$ cat src/design/cpcr_pkg.sv
// shared types and constants for the circle pair collision resolver
// used by every module of the block; no dependencies
`timescale 1ns / 1ps

package cpcr_pkg;

	localparam int POS_W  = 20;
	localparam int RAD_W  = 16;
	localparam int MASS_W = 16;
	// contact distance, also the bound on |dx| and |dy| once the pair overlaps
	localparam int S_W    = RAD_W + 1;
	localparam int MSUM_W = MASS_W + 1;
	localparam int SQ_W   = 2 * S_W;
	localparam int LEN_W  = S_W;
	localparam int PA_W   = S_W + MASS_W;
	localparam int NUM_W  = PA_W + S_W;
	localparam int DEN_W  = MSUM_W + LEN_W;
	localparam int Q_W    = S_W + 1;

	localparam int SQRT_LAT = LEN_W;
	localparam int DIV_LAT  = Q_W + 1;
	localparam int PIPE_LAT = 4 + SQRT_LAT + 2 + DIV_LAT + 1;

	typedef enum logic [1:0] {
		OUT_APART    = 2'd0,
		OUT_RESOLVED = 2'd1,
		OUT_DEGEN    = 2'd2
	} outcome_t;

	typedef struct packed {
		logic signed [POS_W-1:0] first_x;
		logic signed [POS_W-1:0] first_y;
		logic signed [POS_W-1:0] second_x;
		logic signed [POS_W-1:0] second_y;
		logic [RAD_W-1:0]        first_radius;
		logic [RAD_W-1:0]        second_radius;
		logic [MASS_W-1:0]       first_mass;
		logic [MASS_W-1:0]       second_mass;
	} pair_t;

	typedef struct packed {
		logic signed [POS_W-1:0] new_first_x;
		logic signed [POS_W-1:0] new_first_y;
		logic signed [POS_W-1:0] new_second_x;
		logic signed [POS_W-1:0] new_second_y;
		outcome_t                outcome;
	} result_t;

	// what travels beside the square root and the dividers
	typedef struct packed {
		logic signed [POS_W-1:0] x1;
		logic signed [POS_W-1:0] y1;
		logic signed [POS_W-1:0] x2;
		logic signed [POS_W-1:0] y2;
		outcome_t                oc;
		logic                    neg_x;
		logic                    neg_y;
		logic [S_W-1:0]          ax;
		logic [S_W-1:0]          ay;
		logic [S_W-1:0]          s;
		logic [MASS_W-1:0]       m1;
		logic [MASS_W-1:0]       m2;
		logic [MSUM_W-1:0]       msum;
	} side_t;

endpackage

$ cat src/design/cpcr_isqrt.sv
// pipelined integer square root, one result bit per stage
// depends on cpcr_pkg
`timescale 1ns / 1ps

module cpcr_isqrt (
	input  logic                      clk,
	input  logic [cpcr_pkg::SQ_W-1:0] arg,
	output logic [cpcr_pkg::LEN_W-1:0] root
);
	import cpcr_pkg::*;

	localparam int RW = SQ_W + 1;

	logic [SQ_W-1:0] rem_s [LEN_W-1];
	logic [RW-1:0]   acc_s [LEN_W];

	for (genvar j = 0; j < LEN_W; j++) begin : g_stage
		localparam int K = LEN_W - 1 - j;
		logic [SQ_W-1:0] rem_in;
		logic [RW-1:0]   acc_in;
		logic [RW-1:0]   bitv;
		logic [RW-1:0]   trial;
		logic            take;

		if (j == 0) begin : g_first
			assign rem_in = arg;
			assign acc_in = '0;
		end else begin : g_next
			assign rem_in = rem_s[j-1];
			assign acc_in = acc_s[j-1];
		end

		always_comb begin
			bitv  = RW'(1) << (2 * K);
			trial = acc_in + bitv;
			take  = {1'b0, rem_in} >= trial;
		end

		always_ff @(posedge clk) begin
			acc_s[j] <= take ? ((acc_in >> 1) + bitv) : (acc_in >> 1);
		end

		if (j < LEN_W - 1) begin : g_rem
			always_ff @(posedge clk) begin
				rem_s[j] <= take ? (rem_in - trial[SQ_W-1:0]) : rem_in;
			end
		end
	end

	assign root = acc_s[LEN_W-1][LEN_W-1:0];

endmodule

$ cat config.mk
export PLATFORM = sky130hd
export DESIGN_NAME = cpcr_isqrt
export DESIGN_NICKNAME = d
export VERILOG_FILES = /design/src/design/cpcr_pkg.sv /design/src/design/cpcr_isqrt.sv
export SDC_FILE = /design/constraint.sdc
export NUM_CORES = 1
export LEC_CHECK = 0
export BUFFER_PORTS_ARGS = -buffer_cell sky130_fd_sc_hd__buf_2
export CELL_PAD_IN_SITES_DETAIL_PLACEMENT = 0
export CELL_PAD_IN_SITES_GLOBAL_PLACEMENT = 1
export CORE_MARGIN = 2
export CORE_UTILIZATION = 30
export CTS_CLUSTER_SIZE = 16
export DETAILED_ROUTE_END_ITERATION = 7
export GPL_TIMING_DRIVEN = 0
export PLACE_DENSITY = 0.52
export SLEW_MARGIN = 20
export SYNTH_ARGS = -nofsm -noshare
export SYNTH_HDL_FRONTEND = slang
export SYNTH_SLANG_ARGS = --single-unit
$ cat constraint.sdc
create_clock -name clk -period 3.5 [get_ports clk]
set_clock_uncertainty 0.05 [all_clocks]
set_input_delay 0.35 -clock clk [delete_from_list [all_inputs] [get_ports clk]]
set_output_delay 0.35 -clock clk [all_outputs]
set_load 0.02 [all_outputs]
==> summary.txt <==
Placed design
  • Placer Congestion: 0.876
  • Port Buf Inserts: 51
  • DP Wirelength: 50.3 mm

Detailed routing
  • DR vias/cell: 4.57
  • DR DRC count: 0
  • Final ANT Viol Nets: 0
  • WL final: 63.6 mm
  • Drt pass-1 iters: 5
  • DR iter-0 viols: 710
  • Drt wl/cell: 16.2 um
  • Vias post-DR: 17900

STA
  • Final cycle utilization of the critical path: 0.947
  • Achievable clock frequency: 302 MHz
  • Final Slew Violations: 0
  • Setup Viol. Count Final: 0
  • Unrepaired setup endpoints after global routing: no
  • Slew headroom: 0.311
  • Final Hold Viols: 0
  • Final min period: 3.32 ns
  • Worst-Margin Slew: 1.02 ns
  • Setup TNS: 0 ns

Die
  • Die area: 88900 sq um
  • I/O pins: 52
  • Die H: 298 um
  • Core Rows: 107
  • Die width: 298 um
  • Starting Density: 0.304
  • Core Footprint: 85400 sq um

Min path
  • Hold Path Class: register to register
  • Hold Path Stages: 0
  • Worst Hold End: rem_s[1][1]
  • Min-Delay Startpoint: rem_s[0][239]

Yosys
  • Ys flop type: dfxtp_1
  • Post-synth top area share: 0.537
  • Post-synthesis cell area: 26000 sq um
  • Syn_area_per_cell: 10.2 sq um
  • Top cells by area, synth: dfxtp_1 (54%), ha_1 (8.0%), xor2_1 (3.8%), xnor2_1 (3.5%), inv_1 (3.1%)
  • Largest area contributor in the netlist: dfxtp_1
  • Net count after synthesis: 2748
  • Synthesized flop and latch total: 697
  • Yosys cell types: 85
  • Async set-reset flop share out of synthesis: 0
  • Seq/Total Area, Yosys: 0.537
  • Mapped Cells: 2547
  • Post-synth EDFFs: 0
  • Synth warn: 0

Final layout
  • Multi-input gate area: 11100 sq um
  • Register area: 14000 sq um
  • Most common cell after layout, fill and taps aside: dfxtp_1
  • Share of cells above drive strength 1: 0.0927
  • Post-layout nets: 2912
  • Area growth syn-to-layout: 18.6%
  • Fillers: 8671
  • Most frequent cells in the layout: dfxtp_1 (697), inv_1 (211), nand2_1 (170)
  • Diode count: 0
  • Post-Route Utilization: 0.360

Clocking
  • Clock tree buffer depth: 3
  • Root buffer cell: clkbuf_16
  • CTS tree: done
  • Clock transition at path regs: 0.06 ns
  • Htree depth: 3
  • CTS Sinks: 697
  • Clock Latency Late Sink: 0.62 ns
  • CTS Buf Count: 77

Worst setup path
  • Crit path capture type: register
  • Reg-to-Reg Start: acc_s[14][4]
  • Worst Path Max Fanout: 7
  • Reg-to-reg endpoint: rem_s[1][268]
  • R2R depth: 9
  • Startpoint types: register
  • CP arrival: 3.81 ns
  • Worst path required time: 4.00 ns
  • R2r setup slk: 0.18 ns
  • Setup CP Type: register to register

Global route
  • First-pass GRT wire length: 102 mm
  • Grt ovf: 0
  • Number of global-route vias before repair: 18500
  • Initial antenna violation count: 0
  • Gr usage total: 0.144
  • Largest net degree at the start of global routing: 16

Job
  • Max_cap viols: 0

Pwr
  • Peak VDD IR: 411 uV
  • Leakage: 13.5 nW
  • PwrDens: 896 nW/um^2
  • Final Power: 0.0276 W

Run status
  • Status: finished clean
kinds of logic after synthesis:
logic type / share of synthesized area
compound gates: 0.115
simple gates: 0.146
buf+inv: 0.0367
mux: 0.0117
xor+xnor: 0.0732
fa+ha+maj: 0.0800
flops: 0.537
cell usage after synthesis (all sizes together), types with 28 or more instances:
library cell	count
o21ai	125
ha	166
o21a	38
a21oi	118
nor2b	28
clkbuf	28
nand2	170
nor2	137
nor4	78
inv	213
xor2	113
nand3	33
nand4	31
xnor2	104
nor3	100
a21o	31
or3	39
dfxtp	697
registers in the layout, summed over array words and instances, names as in the netlist:
signal  flops
acc_s     153
rem_s     544
report_power, final:
part,internal (W),leakage (nW),switching [W]
logic,0.00340,6.36,0.00427
clock network,0.00509,1.31,0.00332
registers,0.00991,5.85,0.00159
routing by layer:
metal  GRT usage  part of all wire  up-vias
met3      0.0240             0.031      113
met2       0.255              0.49      249
li1            -                 -     9226
met4      0.0497             0.031        0
met1       0.175              0.45     8323
met5           0                 0        -
critical path: stages (launching register included):
cell	delay, ns
dfxtp_1	0.33
inv_1	0.04
ha_1	0.32
nor2b_1	0.15
o21ai_0	0.42
a21boi_0	0.28
nor4_1	0.66
o31ai_1	0.38
nor4_1	0.44
xor2_1	0.17
stage by stage:
step | worst slack [ns] | instances | hold WS, ns | cell area [sq um]
after CTS | 0.0358 | 3915 | 0.258 | 30700
after detailed placement | -0.437 | 3742 | 0.282 | 27600
after global placement | -0.406 | 3742 | 0.282 | 27600
after floorplan | 0.528 | 2547 | 0.272 | 26000
after global routing | 0.0115 | 3915 | 0.266 | 30800
final | 0.185 | 3915 | 0.295 | 30800
layout make-up:
class | instances | share of cell area
plain buffers | 34 | 0.00496
well taps | 1144 | 0.0465
multi-input cells | 1601 | 0.361
inverters | 213 | 0.0260
clock inverters | 35 | 0.0158
repair buffers | 87 | 0.0199
clock buffers | 104 | 0.0721
flip-flops and latches | 697 | 0.453
worst max path at each step:
stage	startpoint	endpoint	slack [ns]
2_1_floorplan	acc_s[11][21]	rem_s[1][154]	0.53
3_3_place_gp	acc_s[10][12]	rem_s[1][117]	-0.41
3_5_place_dp	acc_s[10][12]	rem_s[1][118]	-0.44
4_1_cts	acc_s[10][12]	rem_s[1][118]	0.04
5_1_grt	acc_s[7][20]	rem_s[1][23]	0.01
6_report	acc_s[14][4]	rem_s[1][268]	0.18
repair_timing:
item                                    CTS  global route
endpoints found under the setup margin   65            50
buffers inserted                          0             1
hold buffers                             35             0
pin swaps                                 0             2
gates resized for setup                   7            13
endpoints found under the hold margin    35             0
No activity file was read; power rests on OpenSTA's default activity.
