==> src/design/cpcr_pkg.sv <==
// shared types and constants for the circle pair collision resolver
// used by every module of the block; no dependencies
`timescale 1ns / 1ps

package cpcr_pkg;

	localparam int POS_W  = 20;
	localparam int RAD_W  = 16;
	localparam int MASS_W = 16;
	// contact distance, also the bound on |dx| and |dy| once the pair overlaps
	localparam int S_W    = RAD_W + 1;
	localparam int MSUM_W = MASS_W + 1;
	localparam int SQ_W   = 2 * S_W;
	localparam int LEN_W  = S_W;
	localparam int PA_W   = S_W + MASS_W;
	localparam int NUM_W  = PA_W + S_W;
	localparam int DEN_W  = MSUM_W + LEN_W;
	localparam int Q_W    = S_W + 1;

	localparam int SQRT_LAT = LEN_W;
	localparam int DIV_LAT  = Q_W + 1;
	localparam int PIPE_LAT = 4 + SQRT_LAT + 2 + DIV_LAT + 1;

	typedef enum logic [1:0] {
		OUT_APART    = 2'd0,
		OUT_RESOLVED = 2'd1,
		OUT_DEGEN    = 2'd2
	} outcome_t;

	typedef struct packed {
		logic signed [POS_W-1:0] first_x;
		logic signed [POS_W-1:0] first_y;
		logic signed [POS_W-1:0] second_x;
		logic signed [POS_W-1:0] second_y;
		logic [RAD_W-1:0]        first_radius;
		logic [RAD_W-1:0]        second_radius;
		logic [MASS_W-1:0]       first_mass;
		logic [MASS_W-1:0]       second_mass;
	} pair_t;

	typedef struct packed {
		logic signed [POS_W-1:0] new_first_x;
		logic signed [POS_W-1:0] new_first_y;
		logic signed [POS_W-1:0] new_second_x;
		logic signed [POS_W-1:0] new_second_y;
		outcome_t                outcome;
	} result_t;

	// what travels beside the square root and the dividers
	typedef struct packed {
		logic signed [POS_W-1:0] x1;
		logic signed [POS_W-1:0] y1;
		logic signed [POS_W-1:0] x2;
		logic signed [POS_W-1:0] y2;
		outcome_t                oc;
		logic                    neg_x;
		logic                    neg_y;
		logic [S_W-1:0]          ax;
		logic [S_W-1:0]          ay;
		logic [S_W-1:0]          s;
		logic [MASS_W-1:0]       m1;
		logic [MASS_W-1:0]       m2;
		logic [MSUM_W-1:0]       msum;
	} side_t;

endpackage

==> src/design/cpcr_div.sv <==
// pipelined restoring divider giving round(num / den), halves up
// depends on cpcr_pkg
`timescale 1ns / 1ps

module cpcr_div (
	input  logic                       clk,
	input  logic [cpcr_pkg::NUM_W-1:0] num,
	input  logic [cpcr_pkg::DEN_W-1:0] den,
	output logic [cpcr_pkg::Q_W-1:0]   quo
);
	import cpcr_pkg::*;

	localparam int RW = NUM_W + 2;

	logic [RW-1:0]    rem_s [Q_W];
	logic [DEN_W:0]   dd_s  [Q_W];
	logic [Q_W-1:0]   q_s   [Q_W];

	// (2*num + den) / (2*den) rounds the plain quotient
	always_ff @(posedge clk) begin
		rem_s[0] <= {1'b0, num, 1'b0} + RW'(den);
		dd_s[0]  <= {den, 1'b0};
	end

	for (genvar j = 1; j <= Q_W; j++) begin : g_stage
		localparam int SH = Q_W - j;
		logic [RW-1:0] trial;
		logic          take;

		always_comb begin
			trial = RW'(dd_s[j-1]) << SH;
			take  = rem_s[j-1] >= trial;
		end

		if (j < Q_W) begin : g_carry
			always_ff @(posedge clk) begin
				rem_s[j] <= take ? (rem_s[j-1] - trial) : rem_s[j-1];
				dd_s[j]  <= dd_s[j-1];
			end
		end

		if (j == 1) begin : g_q0
			always_ff @(posedge clk) begin
				q_s[0] <= Q_W'(take);
			end
		end else begin : g_qn
			always_ff @(posedge clk) begin
				q_s[j-1] <= {q_s[j-2][Q_W-2:0], take};
			end
		end
	end

	assign quo = q_s[Q_W-1];

endmodule

==> config.mk <==
export PLATFORM = sky130hd
export DESIGN_NAME = cpcr_div
export DESIGN_NICKNAME = d
export VERILOG_FILES = /design/src/design/cpcr_pkg.sv /design/src/design/cpcr_div.sv
export SDC_FILE = /design/constraint.sdc
export NUM_CORES = 2
export LEC_CHECK = 0
export BUFFER_PORTS_ARGS = -buffer_cell sky130_fd_sc_hd__buf_2
export CAP_MARGIN = 20
export CORE_ASPECT_RATIO = 2
export CORE_MARGIN = 4
export CORE_UTILIZATION = 24
export CTS_CLUSTER_DIAMETER = 120
export DETAILED_ROUTE_END_ITERATION = 16
export MAX_ROUTING_LAYER = met4
export SLEW_MARGIN = 15
export SYNTH_ARGS = -nofsm -noshare
export SYNTH_HDL_FRONTEND = slang
export SYNTH_SLANG_ARGS = --single-unit
==> constraint.sdc <==
create_clock -name clk -period 3.4 [get_ports clk]
set_input_delay 0.17 -clock clk [delete_from_list [all_inputs] [get_ports clk]]
set_output_delay 0.17 -clock clk [all_outputs]
set_load 0.02 [all_outputs]
==> qor.txt <==
======================================================================================
Library cell with the highest instance count after synthesis ............ sky130_fd_sc_hd__dfxtp_1
Layout cell share with drive strength beyond 1 ..........................        0.165
Actual transition at the worst max-transition pin .......................     0.833 ns
Maximum Capacitance Violations ..........................................            0
Max-slew violation total from the final report ..........................            0
Routed WL per cell ......................................................      14.7 um
Drt drc .................................................................            0
Fin. Hold Viols .........................................................            0
Kind of path behind the tightest hold check .............................       in2reg
Die extent in y .........................................................       822 um
Leading register cell type out of synthesis ............................. sky130_fd_sc_hd__dfxtp_1
Number of CTS-inserted buffers ..........................................          181
Max Fanout on Critical Path .............................................            3
Sum of routed wire length over all layers ...............................    211000 um
Overall fraction of global-route tracks in use ..........................        0.122
Crit path setup slack, layout ...........................................    0.0646 ns
CTS HTree Levels ........................................................            4
First-pass GRT wire length ..............................................    332000 um
Worst Path Arrival ......................................................      4.06 ns
I/O Buffers .............................................................          102
Post-Place Setup Slack ..................................................    -0.512 ns
Num Clock Sinks .........................................................         1701
Maximum number of pins on one net before global-route repair ............           47
Placed wire-length estimate after detailed placement ....................    169000 um
RSZ-0062 raised after global routing ....................................         true
Vias in the first global route ..........................................        67200
Layout overhead on the synthesized area .................................        25.2%
Routed metal-1 wire length ..............................................     69400 um
Core outline area ....................................................... 330000 sq um
Pre-Repair DR Iteration Count ...........................................            8
Share of flip-flops with an asynchronous set or reset after synthesis ...            0
Final antenna-violating net count .......................................            0
Highest routed layer ....................................................         met4
Post-synthesis instance area ............................................  79400 sq um
Number of register bits inferred by synthesis ...........................         1701
Most instantiated cells after synthesis ................................. sky130_fd_sc_hd__dfxtp_1, sky130_fd_sc_hd__a21oi_1, sky130_fd_sc_hd__inv_1, sky130_fd_sc_hd__ha_1, sky130_fd_sc_hd__nand2_1
Violation count after the first detailed-routing iteration ..............         2034
Type of the worst setup path ............................................      reg2reg
Required time of the worst setup path ...................................      4.13 ns
Die width ...............................................................       415 um
Clock Skew ..............................................................    0.0743 ns
Effective utilization at floorplan ......................................        0.241
Number of distinct standard cells referenced by the synthesized netlist .           96
Normalized max-slew margin ..............................................        0.439
Buffer cell driving the clock tree root ................................. sky130_fd_sc_hd__clkbuf_16
Routed wl met2 ..........................................................    118000 um
Cell accounting for the most synthesized area ........................... sky130_fd_sc_hd__dfxtp_1
Post-Syn Nets ...........................................................         9578
Maximum achievable frequency ............................................      300 MHz
Share of the synthesized area in the top cell type ......................        0.429
Per-instance average area after synthesis ...............................   9.00 sq um
Kind of capture point of the worst setup path ...........................     register
Std-Cell Rows ...........................................................          298
R2R cell count ..........................................................           12
Clock latency of the later-clocked register in the worst-skew pair ......      0.85 ns
Largest cells by area after synthesis ................................... sky130_fd_sc_hd__dfxtp_1, sky130_fd_sc_hd__ha_1, sky130_fd_sc_hd__a21oi_1
Antenna violations before repair ........................................            1
Total negative slack for setup checks ...................................         0 ns
Total length of routed met3 wires .......................................      5520 um
DIE AREA ................................................................ 341000 sq um
Element type at the critical path start .................................     register
Final Critical Period ...................................................      3.34 ns
Final worst-path cycle share ............................................        0.981
Worst hold path depth ...................................................            2
Cells after synthesis ...................................................         8831
Total global routing overflow ...........................................            0
Number of enable flip-flop cells after synthesis ........................            0
Via density .............................................................         4.48
Clk slew on worst S/H paths .............................................      0.06 ns
CTS tree ................................................................        built
Setup Viol. Count Final .................................................            0
Ports ...................................................................          103
Synthesis warning total .................................................            0
Static leakage power ....................................................      44.0 nW
Maximum vdd drop ........................................................   0.000498 V
Longest Clk Path Bufs ...................................................            4
Power per cell area .....................................................  976 nW/um^2
Sequential element share of the synthesized area ........................        0.429
RD Place Congestion .....................................................        0.920
Vias ....................................................................        64200
Status .................................................................. complete, no violations
Net count, final ........................................................        10600
======================================================================================
==> where the power goes <==
part	total [mW]	switching (mW)	internal, mW
clock	19.5	7.92	11.5
sequential	29.7	3.67	26.0
combinational	47.9	25.2	22.7
==> stage by stage <==
stage | util | instance area (sq um) | hold slack (ns) | power, mW | instances
2_1_floorplan | - | 79500 | 0.198 | 60.7 | 8831
3_3_place_gp | 0.276 | 90900 | 0.289 | 75.9 | 13800
3_5_place_dp | 0.276 | 90900 | 0.285 | 76.2 | 13800
4_1_cts | 0.298 | 98300 | 0.000562 | 96.7 | 14300
5_1_grt | 0.302 | 99500 | 0.0297 | 104 | 14300
6_report | 0.302 | 99500 | 0.0742 | 97.0 | 14300
==> flip-flops by register name, indices dropped and copies added, names as in the netlist <==
signal  flops
rem_s     936
dd_s      594
q_s       171
==> cell usage in the layout (no fill, tap or decap), types with 58 or more instances in the layout <==
cell / instances
sky130_fd_sc_hd__nand2_1: 619
sky130_fd_sc_hd__o21ai_0: 481
sky130_fd_sc_hd__o21bai_1: 84
sky130_fd_sc_hd__nor4_1: 82
sky130_fd_sc_hd__dlygate4sd3_1: 117
sky130_fd_sc_hd__buf_4: 817
sky130_fd_sc_hd__mux2_2: 132
sky130_fd_sc_hd__xor2_1: 276
sky130_fd_sc_hd__nor2b_1: 83
sky130_fd_sc_hd__nand4_1: 146
sky130_fd_sc_hd__dfxtp_1: 1693
sky130_fd_sc_hd__a21o_1: 325
sky130_fd_sc_hd__nand3_1: 153
sky130_fd_sc_hd__nor3_1: 115
sky130_fd_sc_hd__xnor2_1: 411
sky130_fd_sc_hd__o21a_1: 96
sky130_fd_sc_hd__nand2b_1: 72
sky130_fd_sc_hd__clkbuf_16: 186
sky130_fd_sc_hd__inv_1: 784
sky130_fd_sc_hd__buf_2: 102
sky130_fd_sc_hd__and3_1: 58
sky130_fd_sc_hd__nor2_1: 617
sky130_fd_sc_hd__a21oi_1: 815
sky130_fd_sc_hd__a31oi_1: 59
sky130_fd_sc_hd__ha_1: 630
==> repair_timing <==
action	CTS	global route
hold endpoints to repair	85	0
setup endpoints to repair	198	293
buffers inserted	4	25
cloned	1	3
hold buffers	117	0
pin swaps	23	74
resized for setup	73	190
==> cell families (layout without fill, tap and decap cells) <==
group / Yosys count / in the layout / synth area share
other: 0 / 9 / 0
XOR/XNOR: 687 / 687 / 0.0757
flip-flops: 1701 / 1701 / 0.429
AO/OA/AOI/OAI: 2367 / 2367 / 0.185
multiplexers: 139 / 139 / 0.0196
AND/OR/NAND/NOR: 2226 / 2226 / 0.135
buffers and inverters: 1049 / 2174 / 0.0498
adder cells (fa/ha/maj): 662 / 662 / 0.106
==> metal layers <==
| metal | global-route usage | up-vias |
|---|---|---|
| li1 | - | 32800 |
| met1 | 0.0996 | 29400 |
| met2 | 0.248 | 1167 |
| met3 | 0.0135 | 773 |
| met4 | 0.0849 | 0 |
| met5 | - | - |
==> final timing paths <==
kind | start | endpoint | slack, ns
max | dd_s[12][5] | rem_s[13][51] | 0.06
min | den[2] | dd_s[0][3] | 0.07
max reg2reg | dd_s[12][5] | rem_s[13][51] | 0.06
min reg2reg | dd_s[12][17] | dd_s[13][17] | 0.31
==> worst max-delay path, stage by stage, from the launching register on <==
cell	delay, ns
sky130_fd_sc_hd__dfxtp_2	0.33
sky130_fd_sc_hd__inv_2	0.04
sky130_fd_sc_hd__ha_4	0.21
sky130_fd_sc_hd__or4_4	0.54
sky130_fd_sc_hd__o21ai_4	0.08
sky130_fd_sc_hd__a31oi_4	0.06
sky130_fd_sc_hd__a311oi_4	0.48
sky130_fd_sc_hd__o211ai_2	0.23
sky130_fd_sc_hd__a311oi_2	0.35
sky130_fd_sc_hd__nor3_2	0.12
sky130_fd_sc_hd__nor4b_4	0.31
sky130_fd_sc_hd__or3b_1	0.39
sky130_fd_sc_hd__xnor2_1	0.13
==> cell type report <==
class | instances | area, sq um
diodes | 9 | 22.5
inverters | 790 | 2970
flip-flops and latches | 1701 | 34100
repair buffers | 1068 | 8400
clock inverters | 52 | 566
clock buffers | 264 | 5330
fillers | 34700 | 230000
multi-input cells | 6081 | 42700
well taps | 4350 | 5440
(Power assumes the default switching activity.)
